## src/hdl/ba256_pkg.sv

```systemverilog
// ============================================================================
// ba256_pkg
// Shared widths, item types and the CORDIC step-angle table for the bearing
// block.
// ============================================================================
`default_nettype none

package ba256_pkg;

    // Coordinate and angle widths.
    localparam int COORD_WIDTH = 16;
    localparam int ANGLE_BITS  = 8;

    // Internal CORDIC word: two's complement values and a Q64 turn angle.
    localparam int WORD_W       = 64;
    localparam int CORDIC_STEPS = 62;

    // The larger magnitude is normalized so that its top bit sits here.
    localparam int NORM_BIT      = 60;
    localparam int SHIFT_STAGES  = $clog2(NORM_BIT + 1);

    // Depth of the queue between the front and the back.
    localparam int QUEUE_DEPTH = 4;
    localparam int QPTR_W      = $clog2(QUEUE_DEPTH);
    localparam int QCNT_W      = $clog2(QUEUE_DEPTH + 1);

    // 1/(2*pi) in Q66.
    localparam logic [WORD_W-1:0] INV_2PI_Q66 = 64'hA2F9836E4E441529;

    // Octant folding and quadrant flags carried along with an item.
    typedef struct packed {
        logic swap;
        logic dx_neg;
        logic dn_neg;
    } ba256_class_t;

    // One classified item: smaller and larger magnitude plus its flags.
    typedef struct packed {
        logic [COORD_WIDTH-1:0] s;
        logic [COORD_WIDTH-1:0] l;
        ba256_class_t           cls;
    } ba256_item_t;

    typedef logic [CORDIC_STEPS-1:0][WORD_W-1:0] angle_table_t;

    // High half of a 64 by 64 product, used at elaboration only.
    function automatic logic [WORD_W-1:0] mul_high(input logic [WORD_W-1:0] a,
                                                   input logic [WORD_W-1:0] b);
        logic [2*WORD_W-1:0] p;
        p = {{WORD_W{1'b0}}, a} * {{WORD_W{1'b0}}, b};
        return p[2*WORD_W-1:WORD_W];
    endfunction

    // Restoring shift-subtract division, used at elaboration only.
    function automatic logic [WORD_W-1:0] udiv(input logic [WORD_W-1:0] num,
                                               input logic [WORD_W-1:0] den);
        logic [WORD_W:0]   rem;
        logic [WORD_W-1:0] quo;
        int                n;
        rem = '0;
        quo = '0;
        for (n = WORD_W - 1; n >= 0; n--) begin
            rem = {rem[WORD_W-1:0], num[n]};
            if (rem >= {1'b0, den}) begin
                rem    = rem - {1'b0, den};
                quo[n] = 1'b1;
            end
        end
        return quo;
    endfunction

    // atan(2^-i) as a Q64 fraction of a turn, from the truncated arctangent
    // series in Q62 radians.
    function automatic angle_table_t step_angles();
        angle_table_t      t;
        logic [WORD_W-1:0] rad;
        logic [WORD_W-1:0] term;
        int                i;
        int                k;
        int                sh;
        for (i = 0; i < CORDIC_STEPS; i++) begin
            if (i == 0) begin
                t[i] = WORD_W'(1) << 61;
            end else begin
                rad = '0;
                for (k = 0; k < 32; k++) begin
                    sh = i * (2 * k + 1);
                    if (sh <= 62) begin
                        term = udiv(WORD_W'(1) << (62 - sh), WORD_W'(2 * k + 1));
                        if ((k % 2) == 1) begin
                            rad = rad - term;
                        end else begin
                            rad = rad + term;
                        end
                    end
                end
                t[i] = mul_high(rad, INV_2PI_Q66);
            end
        end
        return t;
    endfunction

    localparam angle_table_t STEP_ANGLE = step_angles();

endpackage

`default_nettype wire

```

## src/hdl/ba256_queue.sv

```systemverilog
// ============================================================================
// ba256_queue
// Short FIFO that decouples the classifying front from the CORDIC back.
// ============================================================================
`default_nettype none

module ba256_queue (
    input  wire logic                   aclk,
    input  wire logic                   aresetn,
    input  wire logic                   push,
    output logic                        push_ready,
    input  wire ba256_pkg::ba256_item_t push_item,
    output logic                        pop_valid,
    input  wire logic                   pop,
    output ba256_pkg::ba256_item_t      pop_item
);

    localparam int DEPTH = ba256_pkg::QUEUE_DEPTH;
    localparam int PW    = ba256_pkg::QPTR_W;
    localparam int CW    = ba256_pkg::QCNT_W;

    ba256_pkg::ba256_item_t mem_reg [DEPTH];
    logic [PW-1:0]          wr_ptr_reg;
    logic [PW-1:0]          wr_ptr_next;
    logic [PW-1:0]          rd_ptr_reg;
    logic [PW-1:0]          rd_ptr_next;
    logic [CW-1:0]          count_reg;
    logic [CW-1:0]          count_next;

    assign push_ready = (count_reg != CW'(DEPTH));
    assign pop_valid  = (count_reg != CW'(0));
    assign pop_item   = mem_reg[rd_ptr_reg];

    // Pointer and fill count updates, wrapping at the depth.
    always_comb begin
        wr_ptr_next = wr_ptr_reg;
        rd_ptr_next = rd_ptr_reg;
        count_next  = count_reg;
        if (push) begin
            wr_ptr_next = (wr_ptr_reg == PW'(DEPTH - 1)) ? PW'(0) : wr_ptr_reg + PW'(1);
        end
        if (pop) begin
            rd_ptr_next = (rd_ptr_reg == PW'(DEPTH - 1)) ? PW'(0) : rd_ptr_reg + PW'(1);
        end
        if (push && !pop) begin
            count_next = count_reg + CW'(1);
        end else if (pop && !push) begin
            count_next = count_reg - CW'(1);
        end
    end

    always_ff @(posedge aclk) begin
        if (!aresetn) begin
            wr_ptr_reg <= '0;
            rd_ptr_reg <= '0;
            count_reg  <= '0;
        end else begin
            wr_ptr_reg <= wr_ptr_next;
            rd_ptr_reg <= rd_ptr_next;
            count_reg  <= count_next;
        end
    end

    // Entry storage needs no reset.
    always_ff @(posedge aclk) begin
        if (push) begin
            mem_reg[wr_ptr_reg] <= push_item;
        end
    end

endmodule

`default_nettype wire

```

## config.mk

```make
export PLATFORM = sky130hd
export DESIGN_NAME = ba256_queue
export DESIGN_NICKNAME = d
export VERILOG_FILES = /design/src/hdl/ba256_pkg.sv /design/src/hdl/ba256_queue.sv
export SDC_FILE = /design/constraint.sdc
export NUM_CORES = 1
export LEC_CHECK = 0
export BUFFER_PORTS_ARGS = -buffer_cell sky130_fd_sc_hd__clkbuf_2
export CORE_UTILIZATION = 55
export CTS_BUF_LIST = sky130_fd_sc_hd__clkbuf_8
export DETAILED_ROUTE_END_ITERATION = 8
export PLACE_DENSITY = 0.77
export SETUP_SLACK_MARGIN = 0.2
export SLEW_MARGIN = 40
export SYNTH_ARGS = -nofsm -noshare
export SYNTH_HDL_FRONTEND = slang
export SYNTH_SLANG_ARGS = --single-unit
```

## constraint.sdc

```tcl
create_clock -name aclk -period 2.6 [get_ports aclk]
set_input_delay 0.13 -clock aclk [delete_from_list [all_inputs] [get_ports aclk]]
set_output_delay 0.13 -clock aclk [all_outputs]
set_load 0.05 [all_outputs]
```

==> metrics.md <==
| Metric | Value |
|---|---|
| Clock skew | `0.01054 ns` |
| CTS tree | `yes` |
| Critical Path Fanout Max | `27` |
| Crit-path leading delay family | `multiplexers` |
| Final setup TNS | `0 ns` |
| NetSw | `1.323 mW` |
| Worst-Margin Slew | `0.5603 ns` |
| Via Count | `2676` |
| Share of cells above drive strength 1 | `0.3844` |
| Min Hold Slack | `0.08135 ns` |
| Starting Density | `0.5690` |
| Max-cap viol count | `0` |
| N_diodes | `0` |
| Setup violators final | `0` |
| Total Power | `5.045 mW` |
| Clock Tree Root | `clkbuf_8` |
| Vias in the first global route | `2641` |
| GRT Overall Usage | `0.1889` |
| Vias/cell | `5.299` |
| Average cell area after synthesis | `24.39 µm²` |
| FILL cells | `621` |
| PostCTS Resize Cnt | `0` |
| Post-synth EDFFs | `140` |
| Setup Crit Path Kind | `flop to output pin` |
| Async SR Flop Fraction | `0` |
| Cells after DPL | `437` |
| Startpoint types | `flop` |
| Drt first pass iters | `4` |
| Core Util, Final | `0.6975` |
| Clock buffer depth | `2` |
| CTS Buf Count | `17` |
| H-Tree Depth | `4` |
| Non-Filler Instances | `505` |
| Slowest CP cell | `mux4_1` |
| DRC Markers | `0` |
| Endpoints failing hold | `0` |
| GP Congestion | `0.6588` |
| Buffers and inverters on the worst path | `2` |
| # rows | `36` |
| Ys flop type | `edfxtp_1` |
| DIE AREA | `10520 µm²` |
| Initial antenna violation count | `0` |
| Clock Power Share | `0.300` |
| Sw Ratio | `0.2621` |
| I/O pin count | `76` |
| Final worst-path cycle share | `0.8657` |
| Status | `complete, no violations` |
| Place WS | `0.7716 ns` |
| Max reg flops | `140` |
| Largest net degree at the start of global routing | `28` |
| Power per cell area | `740.0 nW/µm²` |
| Die Wd | `102.6 µm` |
| Clock period minus worst slack | `2.251 ns` |
| Synth warn | `0` |
| Core ar. | `9774 µm²` |
| FF+latch area | `4387 µm²` |
| CP Capture Type | `output pin` |
| Flop pwr share | `0.553` |
| Most common cell in the synthesized netlist | `edfxtp_1` |
| GRT overflow | `0` |
| Post-synthesis sequential area ratio | `0.7883` |
| Pleak | `2.407 nW` |
| Fmax achieved | `0.4443 GHz` |
| Post-detail-place hpwl | `5488 µm` |
| Crit-path max cell delay | `0.61 ns` |
| Mapped Nets | `274` |
| Synthesis-to-layout area growth | `22.59%` |
| Combinational power share | `0.148` |
| Clock Latency Late Sink | `0.44 ns` |
| Worst vdd ir | `0.6223 mV` |
| Mapped cell area | `5562 µm²` |
| Dpl cell area | `6125 µm²` |
| HP Class | `input pin to flop` |
| Die Ht | `102.6 µm` |
| Post-route ant nets | `0` |
| Largest area contributor in the netlist | `edfxtp_1` |
| Cell internal pwr | `3.723 mW` |
| Yosys reg bits | `149` |
| Commonest cells in the netlist | `edfxtp_1 (140), mux4_2 (30), dfxtp_1 (9), ha_1 (6)` |
| Final #Nets | `405` |
| CP arrival | `2.12 ns` |
| Clk sinks | `149` |
| DRT iter0 DRCs | `139` |
| CP required | `2.47 ns` |
| Setup WS post-layout | `0.3491 ns` |
| Port Buffer Count | `75` |
| Synth cell types | `23` |
| Slew Limit Fails | `0` |
| Top cells by area, synth | `edfxtp_1 (76%), mux4_2 (12%), dfxtp_1 (3.2%)` |
| First-pass GRT wire length | `13750 µm` |
| Cell area after layout | `6818 µm²` |
| Post-Route WL | `9158 µm` |
| Syn Inst Count | `228` |
| RSZ-0062 raised after global routing | `no` |
| WL/cell | `18.13 µm` |
| Cell-by-cell trace of the critical path | `buf_12 -> mux4_1 -> clkbuf_2` |
| Multi-input combinational cell area | `1076 µm²` |
| Slew HR | `0.6265` |
| Clock-pin slew on the worst setup and hold paths | `0.07 ns` |
| Synth top area share | `0.7559` |
[path summary, 6_finish.rpt]
check | slack, ns | cells past startpoint | end | start
worst min register to register | 0.51 | 2 | count_reg[2] | count_reg[2]
worst max-delay path | 0.35 | 3 | pop_item[28] | flop
worst max register to register | 0.91 | 4 | mem_reg[2][11] | wr_ptr_reg[0]
worst min-delay path | 0.08 | 3 | flop | pop
[logic make-up after synthesis]
| logic type | Yosys count | share of synthesized area |
|---|---|---|
| mux | 39 | 0.1523 |
| compound gates | 3 | 0.003600 |
| buf+inv | 12 | 0.01912 |
| simple gates | 16 | 0.01642 |
| fa+ha+maj | 7 | 0.01710 |
| xor+xnor | 2 | 0.003150 |
| flops | 149 | 0.7883 |
[cells in the final DEF, fill, tap and decap left out, types with 2 or more instances in the layout]
cell type / count
dlygate4sd3_1: 36
and2_2: 4
clkbuf_2: 75
ha_1: 6
mux2i_1: 4
mux4_2: 30
or3_1: 2
mux4_1: 5
dfxtp_1: 7
buf_4: 6
edfxtp_1: 140
dfxtp_2: 2
clkinv_2: 2
nor2_1: 2
clkinv_1: 6
inv_1: 7
nor2b_1: 5
clkbuf_8: 17
buf_12: 3
[per-layer routing]
| layer | wire length, µm | up-vias | track usage |
|---|---|---|---|
| li1 | - | 1222 | - |
| met1 | 3890 | 1357 | 0.2439 |
| met2 | 4625 | 86 | 0.3005 |
| met3 | 496 | 11 | 0.05559 |
| met4 | 146 | 0 | 0.08571 |
| met5 | 0 | - | 0 |
[worst register-to-register path: stages (launching register included)]
cell and delay (ns):
dfxtp_1 0.35, inv_1 0.09, ha_1 0.13, and2_2 0.50, buf_4 0.31
[timing repair]
item,CTS,global route
hold buffers,36,0
buffers inserted,0,0
hold endpoints to repair,146,0
[power groups by stage]
stage | Combinational (mW) | Sequential (mW) | Clock, mW
global placement | 0.694 | 2.83 | 0
CTS | 0.752 | 2.79 | 1.54
floorplan | 0.544 | 2.82 | 0
global route | 0.793 | 2.80 | 1.63
finish | 0.745 | 2.79 | 1.51
detailed placement | 0.707 | 2.84 | 0
[final cells by class]
| class | count | share of cell area |
|---|---|---|
| sequential | 149 | 0.6434 |
| timing repair buffer | 120 | 0.1233 |
| clock inverter | 15 | 0.01450 |
| multi-input combinational | 67 | 0.1578 |
| inverter | 4 | 0.002202 |
| tap | 133 | 0.02441 |
| clock buffer | 17 | 0.03432 |
(Power assumes the default switching activity.)
