[config.mk]
export PLATFORM = sky130hd
export DESIGN_NAME = ba256_front
export DESIGN_NICKNAME = d
export VERILOG_FILES = /design/src/hdl/ba256_pkg.sv /design/src/hdl/ba256_front.sv
export SDC_FILE = /design/constraint.sdc
export NUM_CORES = 1
export LEC_CHECK = 0
export ABC_AREA = 1
export BUFFER_PORTS_ARGS = -buffer_cell sky130_fd_sc_hd__buf_2
export CAP_MARGIN = 20
export CORE_MARGIN = 8
export CORE_UTILIZATION = 61
export DETAILED_ROUTE_END_ITERATION = 6
export PLACE_DENSITY = 0.91
export SLEW_MARGIN = 20
export SYNTH_ARGS = -nofsm -noshare
export SYNTH_HDL_FRONTEND = slang
export SYNTH_SLANG_ARGS = --single-unit
export TNS_END_PERCENT = 30
[constraint.sdc]
create_clock -name vclk -period 6
set_input_delay 0 -clock vclk [all_inputs]
set_output_delay 0 -clock vclk [all_outputs]
set_load 0.05 [all_outputs]
[src/hdl/ba256_pkg.sv]
// ============================================================================
// ba256_pkg
// Shared widths, item types and the CORDIC step-angle table for the bearing
// block.
// ============================================================================
`default_nettype none

package ba256_pkg;

    // Coordinate and angle widths.
    localparam int COORD_WIDTH = 16;
    localparam int ANGLE_BITS  = 8;

    // Internal CORDIC word: two's complement values and a Q64 turn angle.
    localparam int WORD_W       = 64;
    localparam int CORDIC_STEPS = 62;

    // The larger magnitude is normalized so that its top bit sits here.
    localparam int NORM_BIT      = 60;
    localparam int SHIFT_STAGES  = $clog2(NORM_BIT + 1);

    // Depth of the queue between the front and the back.
    localparam int QUEUE_DEPTH = 4;
    localparam int QPTR_W      = $clog2(QUEUE_DEPTH);
    localparam int QCNT_W      = $clog2(QUEUE_DEPTH + 1);

    // 1/(2*pi) in Q66.
    localparam logic [WORD_W-1:0] INV_2PI_Q66 = 64'hA2F9836E4E441529;

    // Octant folding and quadrant flags carried along with an item.
    typedef struct packed {
        logic swap;
        logic dx_neg;
        logic dn_neg;
    } ba256_class_t;

    // One classified item: smaller and larger magnitude plus its flags.
    typedef struct packed {
        logic [COORD_WIDTH-1:0] s;
        logic [COORD_WIDTH-1:0] l;
        ba256_class_t           cls;
    } ba256_item_t;

    typedef logic [CORDIC_STEPS-1:0][WORD_W-1:0] angle_table_t;

    // High half of a 64 by 64 product, used at elaboration only.
    function automatic logic [WORD_W-1:0] mul_high(input logic [WORD_W-1:0] a,
                                                   input logic [WORD_W-1:0] b);
        logic [2*WORD_W-1:0] p;
        p = {{WORD_W{1'b0}}, a} * {{WORD_W{1'b0}}, b};
        return p[2*WORD_W-1:WORD_W];
    endfunction

    // Restoring shift-subtract division, used at elaboration only.
    function automatic logic [WORD_W-1:0] udiv(input logic [WORD_W-1:0] num,
                                               input logic [WORD_W-1:0] den);
        logic [WORD_W:0]   rem;
        logic [WORD_W-1:0] quo;
        int                n;
        rem = '0;
        quo = '0;
        for (n = WORD_W - 1; n >= 0; n--) begin
            rem = {rem[WORD_W-1:0], num[n]};
            if (rem >= {1'b0, den}) begin
                rem    = rem - {1'b0, den};
                quo[n] = 1'b1;
            end
        end
        return quo;
    endfunction

    // atan(2^-i) as a Q64 fraction of a turn, from the truncated arctangent
    // series in Q62 radians.
    function automatic angle_table_t step_angles();
        angle_table_t      t;
        logic [WORD_W-1:0] rad;
        logic [WORD_W-1:0] term;
        int                i;
        int                k;
        int                sh;
        for (i = 0; i < CORDIC_STEPS; i++) begin
            if (i == 0) begin
                t[i] = WORD_W'(1) << 61;
            end else begin
                rad = '0;
                for (k = 0; k < 32; k++) begin
                    sh = i * (2 * k + 1);
                    if (sh <= 62) begin
                        term = udiv(WORD_W'(1) << (62 - sh), WORD_W'(2 * k + 1));
                        if ((k % 2) == 1) begin
                            rad = rad - term;
                        end else begin
                            rad = rad + term;
                        end
                    end
                end
                t[i] = mul_high(rad, INV_2PI_Q66);
            end
        end
        return t;
    endfunction

    localparam angle_table_t STEP_ANGLE = step_angles();

endpackage

`default_nettype wire

[src/hdl/ba256_front.sv]
// ============================================================================
// ba256_front
// Accepts position pairs, forms the exact differences and folds them into
// the first octant.
// ============================================================================
`default_nettype none

module ba256_front (
    input  wire logic                                s_valid,
    output logic                                     s_ready,
    input  wire logic [ba256_pkg::COORD_WIDTH-1:0]   s_own_x,
    input  wire logic [ba256_pkg::COORD_WIDTH-1:0]   s_own_y,
    input  wire logic [ba256_pkg::COORD_WIDTH-1:0]   s_target_x,
    input  wire logic [ba256_pkg::COORD_WIDTH-1:0]   s_target_y,
    output logic                                     push,
    input  wire logic                                push_ready,
    output ba256_pkg::ba256_item_t                   push_item
);

    localparam int W = ba256_pkg::COORD_WIDTH;

    logic [W:0]   dx;
    logic [W:0]   dn;
    logic [W:0]   dx_abs;
    logic [W:0]   dn_abs;
    logic [W-1:0] a;
    logic [W-1:0] b;
    logic         swap;

    // A transfer goes straight into the queue when it has room.
    assign s_ready = push_ready;
    assign push    = s_valid && push_ready;

    // Differences with north positive, then magnitudes.
    always_comb begin
        dx     = {1'b0, s_target_x} - {1'b0, s_own_x};
        dn     = {1'b0, s_own_y} - {1'b0, s_target_y};
        dx_abs = dx[W] ? ((W+1)'(0) - dx) : dx;
        dn_abs = dn[W] ? ((W+1)'(0) - dn) : dn;
        a      = dx_abs[W-1:0];
        b      = dn_abs[W-1:0];
        swap   = (a > b);
    end

    // Fold into the first octant: the smaller magnitude is the CORDIC y.
    always_comb begin
        push_item.s          = swap ? b : a;
        push_item.l          = swap ? a : b;
        push_item.cls.swap   = swap;
        push_item.cls.dx_neg = dx[W];
        push_item.cls.dn_neg = dn[W];
    end

endmodule

`default_nettype wire

==> results.json, run 1 <==
{
  "finalCritPeriodShare": 0.735,
  "gp_routability_congestion": 0.918,
  "grt_usage": 0.218,
  "io_buffer_count": 103,
  "number_of_global_route_vias_before_repair": 4383,
  "nClkBuffers": 0,
  "cts-resized-gates": 0,
  "critical_path.max_fanout": 32,
  "critPathLaunchType": "input port",
  "grt_pass1_wl_um": 17200,
  "critical_path.slowest_cell": "inv_1",
  "crit_family": "simple AND/OR/NAND/NOR gates",
  "viasPerCell": 5.11,
  "die_area_um2": 8940,
  "finalNonFillerCells": 906,
  "irDropWorstVdd_uv": 372,
  "finish.net_count": 951,
  "cts-hold-fix-buffers": 0,
  "critical_path.endpoint_type": "output pin",
  "area_growth_pct": 13.7,
  "post_route_drc_violation_count": 0,
  "place.detailed.instances": 906,
  "seq_area_um2": 0,
  "nFlopsAndLatches": 0,
  "hold_viol": 0,
  "wl_met1_um": 4140,
  "max-slew-margin-rel": 0.371,
  "cp_depth": 24,
  "yosys_warnings": 0,
  "holdCritStartpoint": "push_ready",
  "synth.largest_area_cell": "nand2_1",
  "powerDensity_nw_per_um2": 328,
  "worstSetupPathType": "in -> out",
  "remaining_overflow_grt": 0,
  "dp_hpwl_um": 8830,
  "dr_wl_met3_um": 456,
  "static-leakage-power_nw": 2.85,
  "antenna_cells": 0,
  "post_synth.cell_area_avg_um2": 5.09,
  "crit_path_frequent_cell": "nand2_1",
  "number_of_cells_traversed_by_the_worst_hold_path": 2,
  "synth.top_cell.area_share": 0.315,
  "hold_end": "s_ready",
  "cp_data_arrival_time_ns": 4.41,
  "finalPower_w": 0.00140,
  "status": "finished clean",
  "report.final.slew_viol_count": 0,
  "synthMostInstantiatedCell": "nand2_1",
  "ioPinCount": 103,
  "worst_path_largest_cell_delay_ns": 0.69,
  "holdCritPathClass": "in -> out",
  "floorplan.rows": 28,
  "timing.final.setup_violations": 0,
  "final_antenna_net_count": 0,
  "postSynthCellCount": 740,
  "top_area_cells_in_the_synthesized_netlist": "nand2_1 32%, ha_1 17%, inv_1 13%, nand3_1 6.6%, nor2_1 3.9%",
  "synthTopCellsByCount": "316 x nand2_1, 134 x inv_1, 50 x ha_1, 50 x nand3_1, 39 x nor2_1",
  "worst-path-buf-inv": 4,
  "required_arrival_time_at_the_worst_endpoint_ns": 6.00,
  "routed_vias": 4633,
  "fraction_of_final_layout_cells_with_drive_strength_greater_than_1": 0.184,
  "maxUsedRoutingLayer": "met4",
  "floorplan.initialDensity": 0.632,
  "path_cells": "buf_2 -> ha_1 -> or2_1 -> nand3_2 -> nand2_2 -> nand3_1 -> nand2_1 -> nand2_2 -> nand2_2 -> a21oi_4 -> nand2_1 -> xor2_1 -> inv_1 -> ha_1 -> nand2_1 -> o21a_1 -> o221ai_1 -> nand2_1 -> nand3_1 -> nand2_1 -> inv_1 -> nand2_1 -> o21ai_2 -> buf_2",
  "violation_count_after_the_first_detailed_route_iteration": 191,
  "die_x_um": 94.6,
  "core_region_area_um2": 5960,
  "grt_start_max_net_pins": 34,
  "ys_types": 35,
  "timing.setup.tns_ns": 0,
  "grt_antenna_before_repair": 0,
  "met2WireLength_um": 5280,
  "fillers": 556,
  "number_of_max_capacitance_violations_reported": 0,
  "cts_post_setup_buffers_inserted": 0,
  "post_synth_instance_area_um2": 3760,
  "multiInputGateArea_um2": 3130,
  "worst_pin_slew_ns": 0.942,
  "max_freq_mhz": 227,
  "timing.final.crit_period_ns": 4.41,
  "first_pass_iters": 5,
  "wl_per_cell_um": 11.1,
  "synth_nets": 858,
  "synth_seq_area_share": 0,
  "route.final.wire_length_um": 10100,
  "die_y_um": 94.6,
  "rsz0062_at_grt": "no"
}
==> kinds of logic after synthesis <==
| family | after synthesis | share of synthesized area |
|---|---|---|
| adders and majority gates | 52 | 0.177 |
| and+or+nand+nor | 466 | 0.532 |
| buffers and inverters | 156 | 0.169 |
| xor gates and xnor gates | 12 | 0.0319 |
| AOI/OAI and AO/OA | 54 | 0.0894 |
==> cells in the final DEF (no fill, tap or decap), types with 2 or more instances in the layout <==
master / synthesis / layout
fa_1: 2 / 2
nand4_1: 12 / 12
nor2_1: 39 / 39
buf_2: 6 / 103
o21ai_1: 7 / 7
inv_2: 9 / 9
nand3_1: 50 / 50
o21ai_2: 6 / 6
inv_1: 134 / 134
nand2_2: 10 / 10
nand3_2: 5 / 5
a21oi_2: 3 / 3
nor3_1: 6 / 6
xnor2_1: 3 / 3
a21oi_1: 26 / 26
or2_1: 2 / 2
xor2_1: 7 / 7
o21ai_0: 6 / 6
xor2_2: 2 / 2
nand3b_1: 13 / 13
ha_1: 50 / 50
nand2_1: 316 / 316
nor2_2: 9 / 9
==> routing by layer <==
| metal | global-route usage | vias up |
|---|---|---|
| li1 | - | 2470 |
| met3 | 0.00873 | 26 |
| met5 | 0 | - |
| met2 | 0.455 | 134 |
| met1 | 0.230 | 2003 |
| met4 | 0.0494 | 0 |
==> power breakdown <==
part	switching (W)	internal [W]
combinational	0.00105	0.000356
clock	0	0
sequential	0	0
==> through the flow <==
step	hold slack, ns	util	worst slack, ns	instance area [µm²]
after CTS	0.305	0.719	1.68	4280
after global routing	0.312	0.719	1.17	4280
final	0.304	0.719	1.59	4280
after detailed placement	0.305	0.719	1.69	4280
after global placement	0.302	0.719	1.96	4280
after floorplan	0.167	-	2.02	3760
==> area by class of cell <==
class	count	share of cell area
multi-input combinational	584	0.730
inverter	143	0.125
timing repair buffer	104	0.122
tap	75	0.0219
==> worst max path at each step <==
| stage | startpoint | end | slack, ns |
|---|---|---|---|
| 2_1_floorplan | s_target_x[0] | push_item[19] | 2.02 |
| 3_3_place_gp | s_own_y[3] | push_item[9] | 1.96 |
| 3_5_place_dp | s_own_y[0] | push_item[13] | 1.69 |
| 4_1_cts | s_own_y[3] | push_item[13] | 1.68 |
| 5_1_grt | s_target_y[7] | push_item[13] | 1.17 |
| 6_report | s_own_y[3] | push_item[13] | 1.59 |
Note: power is estimated with default switching activity, not from simulation.
==> inputs of run 2 (changes only) <==
Settings changed: CORE_UTILIZATION 61 to 51, PLACE_DENSITY 0.91 to 0.81.
Clock period 6 ns to 3.85 ns, I/O delays scaled along.
==> results.json, run 2 (synthesized netlist as in run 1, its figures left out) <==
{
  "fin_ws_ns": 0.212,
  "wl_per_cell_um": 11.7,
  "powerDensity_nw_per_um2": 537,
  "remaining_overflow_grt": 0,
  "floorplan.rows": 31,
  "max-slew-margin-rel": 0.764,
  "timing.final.setup_violations": 0,
  "critical_path.max_fanout": 13,
  "seq_area_um2": 0,
  "ioPinCount": 103,
  "cts-hold-fix-buffers": 0,
  "finish.net_count": 966,
  "cp_data_arrival_time_ns": 3.64,
  "timing.final.crit_period_ns": 3.64,
  "antenna_cells": 0,
  "switching_share": 0.685,
  "grt_start_max_net_pins": 31,
  "dp_hpwl_um": 9240,
  "max_freq_mhz": 275,
  "holdCritPathClass": "in -> out",
  "placement.cell_area_um2": 4380,
  "dr_wl_met3_um": 465,
  "area_growth_pct": 23.4,
  "critPathLaunchType": "input port",
  "grt_usage": 0.200,
  "power.share.clock": 0,
  "rsz0062_at_grt": "yes",
  "met2WireLength_um": 5890,
  "gp_routability_congestion": 0.849,
  "critical_path.endpoint_type": "output pin",
  "critical_path.slowest_cell": "fa_2",
  "most-common-layout-cells": "309 x nand2_1, 133 x inv_1, 75 x buf_2, 50 x ha_1, 48 x nand3_1",
  "fraction_of_final_layout_cells_with_drive_strength_greater_than_1": 0.223,
  "post_route_drc_violation_count": 0,
  "maxUsedRoutingLayer": "met4",
  "number_of_max_capacitance_violations_reported": 0,
  "nFlopsAndLatches": 0,
  "nClkBuffers": 0,
  "viasPerCell": 4.96,
  "grt_antenna_before_repair": 0,
  "path_cells": "buf_2 -> inv_1 -> ha_1 -> fa_2 -> ha_1 -> inv_1 -> nor2_2 -> nand3_1 -> nor2_2 -> nand3_2 -> nand2_1 -> xor2_1 -> inv_1 -> ha_1 -> a21oi_1 -> nand3b_1 -> a21oi_2 -> nor3_2 -> nand3_1 -> nand2_2 -> buf_4 -> nand3_1 -> o21ai_1 -> buf_6",
  "hold_viol": 0,
  "report.final.slew_viol_count": 0,
  "die_area_um2": 10400,
  "die_x_um": 102,
  "routed_vias": 4684,
  "wl_met1_um": 4480,
  "irDropWorstVdd_uv": 484,
  "first_pass_iters": 5,
  "die_y_um": 102,
  "number_of_global_route_vias_before_repair": 4463,
  "place.detailed.instances": 937,
  "core_region_area_um2": 7210,
  "final_antenna_net_count": 0,
  "floorplan.initialDensity": 0.522,
  "most_frequent_standard_cell_in_the_layout_excluding_fill_and_tap_cells": "nand2_1",
  "static-leakage-power_nw": 2.96,
  "worst_path_largest_cell_delay_ns": 0.57,
  "worst_pin_slew_ns": 0.352,
  "worstSetupPathType": "in -> out",
  "fin_worst_hold_slack_ns": 0.305,
  "timing.setup.tns_ns": 0,
  "io_buffer_count": 103,
  "internal_w": 0.000787,
  "grt_pass1_wl_um": 18000,
  "net-switching-power_w": 0.00171,
  "status": "finished clean",
  "required_arrival_time_at_the_worst_endpoint_ns": 3.85,
  "share_seq_of_total_power": 0,
  "route.final.wire_length_um": 11100,
  "post-route-cell-area_um2": 4650,
  "violation_count_after_the_first_detailed_route_iteration": 203,
  "dpl_worst_slack_ns": 0.0369,
  "power.combinational.fraction": 1.000,
  "finalNonFillerCells": 945,
  "finalCritPeriodShare": 0.945
}
==> run 2: cell types whose count changed in the layout (fill, tap and decap cells not counted), sizes merged <==
cell | before | now
clkbuf | 0 | 8
buf | 104 | 110
a21oi | 30 | 31
==> run 2: path summary, 6_finish.rpt <==
path | start | to | cells after the start
setup / recovery | s_own_y[0] | push_item[14] | 24
hold / removal | push_ready | s_ready | 2
==> run 2: power groups by stage <==
| stage | clock network, W | registers, W | logic [W] |
|---|---|---|---|
| 3_5_place_dp | 0 | 0 | 0.00223 |
| 5_1_grt | 0 | 0 | 0.00270 |
| 4_1_cts | 0 | 0 | 0.00223 |
| 2_1_floorplan | 0 | 0 | 0.00175 |
| 3_3_place_gp | 0 | 0 | 0.00219 |
| 6_report | 0 | 0 | 0.00250 |
==> run 2: timing repair <==
action | 4_1_cts | 5_1_grt
buffers inserted | 0 | 5
hold endpoints to repair | 0 | 0
gates resized for setup | 0 | 83
endpoints found under the setup margin | 0 | 33
==> run 2: area by class of cell <==
cell class                      count  area [µm²]
Multi-Input combinational cell    585        3220
Tap cell                           99         124
Inverter                          143         537
Fill cell                         742        2570
Timing Repair Buffer              118         762
==> run 2: stage by stage <==
step           utilization  total power (W)
6_report             0.644          0.00250
5_1_grt              0.644          0.00270
4_1_cts              0.606          0.00223
3_5_place_dp         0.606          0.00223
3_3_place_gp         0.606          0.00219
2_1_floorplan            -          0.00175
==> run 2: worst max-delay path: cells and delay by family <==
family                   cells  cell delay (ns)
AND/OR/NAND/NOR             10             1.23
AO/OA/AOI/OAI                3             0.35
buffers and inverters        6             0.63
adder cells (fa/ha/maj)      4             1.12
XOR/XNOR                     1             0.28
==> run 2: layer usage <==
layer	GRT usage	up-vias
met1	0.213	2044
met4	0.0316	0
li1	-	2508
met5	0	-
met3	0.0123	21
met2	0.418	111
==> inputs of run 3 (changes only) <==
==> constraint.sdc (replaced) <==
create_clock -name vclk -period 3.85
set_input_delay 0 -clock vclk [all_inputs]
set_output_delay 0 -clock vclk [all_outputs]
set_load 0.02 [all_outputs]
==> results.json, run 3 (synthesized netlist as in run 1, its figures left out) <==
{
  "critical_path.slowest_cell": "fa_1",
  "die_y_um": 102,
  "first_pass_iters": 5,
  "core_region_area_um2": 7210,
  "grt_usage": 0.190,
  "grt_start_max_net_pins": 33,
  "finalCritPeriodShare": 0.937,
  "floorplan.initialDensity": 0.522,
  "post_route_drc_violation_count": 0,
  "required_arrival_time_at_the_worst_endpoint_ns": 3.85,
  "most_frequent_standard_cell_in_the_layout_excluding_fill_and_tap_cells": "nand2_1",
  "finish.net_count": 960,
  "finalNonFillerCells": 939,
  "holdCritPathClass": "in -> out",
  "number_of_max_capacitance_violations_reported": 0,
  "hold_viol": 0,
  "powerDensity_nw_per_um2": 397,
  "final_antenna_net_count": 0,
  "timing.final.setup_violations": 0,
  "remaining_overflow_grt": 0,
  "max_freq_mhz": 277,
  "timing.final.crit_period_ns": 3.61,
  "most-common-layout-cells": "310 x nand2_1, 133 x inv_1, 102 x buf_2, 50 x ha_1, 48 x nand3_1",
  "critical_path.max_fanout": 16,
  "fillers": 761,
  "nFlopsAndLatches": 0,
  "crit_family": "simple AND/OR/NAND/NOR gates",
  "violation_count_after_the_first_detailed_route_iteration": 149,
  "viasPerCell": 4.86,
  "die_area_um2": 10400,
  "nClkBuffers": 0,
  "worst-path-buf-inv": 7,
  "grt_antenna_before_repair": 0,
  "critical_path.endpoint_type": "output pin",
  "max-slew-margin-rel": 0.633,
  "placement.cell_area_um2": 4350,
  "worst_pin_slew_ns": 0.550,
  "finalPower_w": 0.00177,
  "static-leakage-power_nw": 2.90,
  "gp_routability_congestion": 0.940,
  "irDropWorstVdd_uv": 307,
  "timing.setup.tns_ns": 0,
  "worstSetupPathType": "in -> out",
  "cts-hold-fix-buffers": 0,
  "wl_per_cell_um": 11.1,
  "area_growth_pct": 18.9,
  "route.final.wire_length_um": 10400,
  "fraction_of_final_layout_cells_with_drive_strength_greater_than_1": 0.212,
  "die_x_um": 102,
  "place.detailed.instances": 933,
  "seq_area_um2": 0,
  "post-route-cell-area_um2": 4480,
  "ioPinCount": 103,
  "grt_pass1_wl_um": 17000,
  "hold_end": "s_ready",
  "multiInputGateArea_um2": 3200,
  "cp_data_arrival_time_ns": 3.61,
  "status": "finished clean",
  "floorplan.rows": 31,
  "critical_path.startpoint": "s_own_x[0]",
  "report.final.slew_viol_count": 0,
  "number_of_cells_traversed_by_the_worst_hold_path": 2,
  "worst_path_largest_cell_delay_ns": 0.38,
  "holdCritStartpoint": "push_ready",
  "io_buffer_count": 103,
  "routed_vias": 4560,
  "crit_path_frequent_cell": "nand2_1",
  "dp_hpwl_um": 8900,
  "number_of_global_route_vias_before_repair": 4346,
  "critPathLaunchType": "input port",
  "postLayoutCoreUtil": 0.620,
  "antenna_cells": 0
}
run 3: layout make-up:
cell class / count / area share
Tap cell: 99 / 0.0277
Timing Repair Buffer: 112 / 0.138
Inverter: 143 / 0.120
Multi-Input combinational cell: 585 / 0.714
run 3: worst max-delay path by stage:
stage / to / slack (ns) / depth (start not counted)
2_1_floorplan: push_item[19] / 0.48 / 25
3_3_place_gp: push_item[28] / 0.13 / 26
3_5_place_dp: push_item[12] / 0.06 / 26
4_1_cts: push_item[12] / 0.06 / 26
5_1_grt: push_item[4] / -0.02 / 27
6_report: push_item[12] / 0.24 / 26
run 3: through the flow:
step                setup WS [ns]  hold WS (ns)
finish                      0.241         0.239
global route              -0.0207         0.250
CTS                        0.0624         0.240
detailed placement         0.0609         0.240
global placement            0.129         0.235
floorplan                   0.483         0.113
run 3: report_power, final:
group          internal, W  total (W)  switching, W
registers                0          0             0
clock network            0          0             0
logic             0.000635    0.00177       0.00114
run 3: repair_timing:
item	CTS	global route
resized for setup	0	21
buffers inserted	0	4
endpoints found under the hold margin	0	0
setup endpoints to repair	0	33
run 3: per-layer routing:
metal,wire length (µm),vias to the layer above,part of all wire,global-route usage
met2,5510,83,0.53,0.401
met5,0,-,0,0
met3,300,14,0.029,0.00749
li1,-,2488,-,-
met1,4430,1975,0.43,0.200
met4,167,0,0.016,0.0361
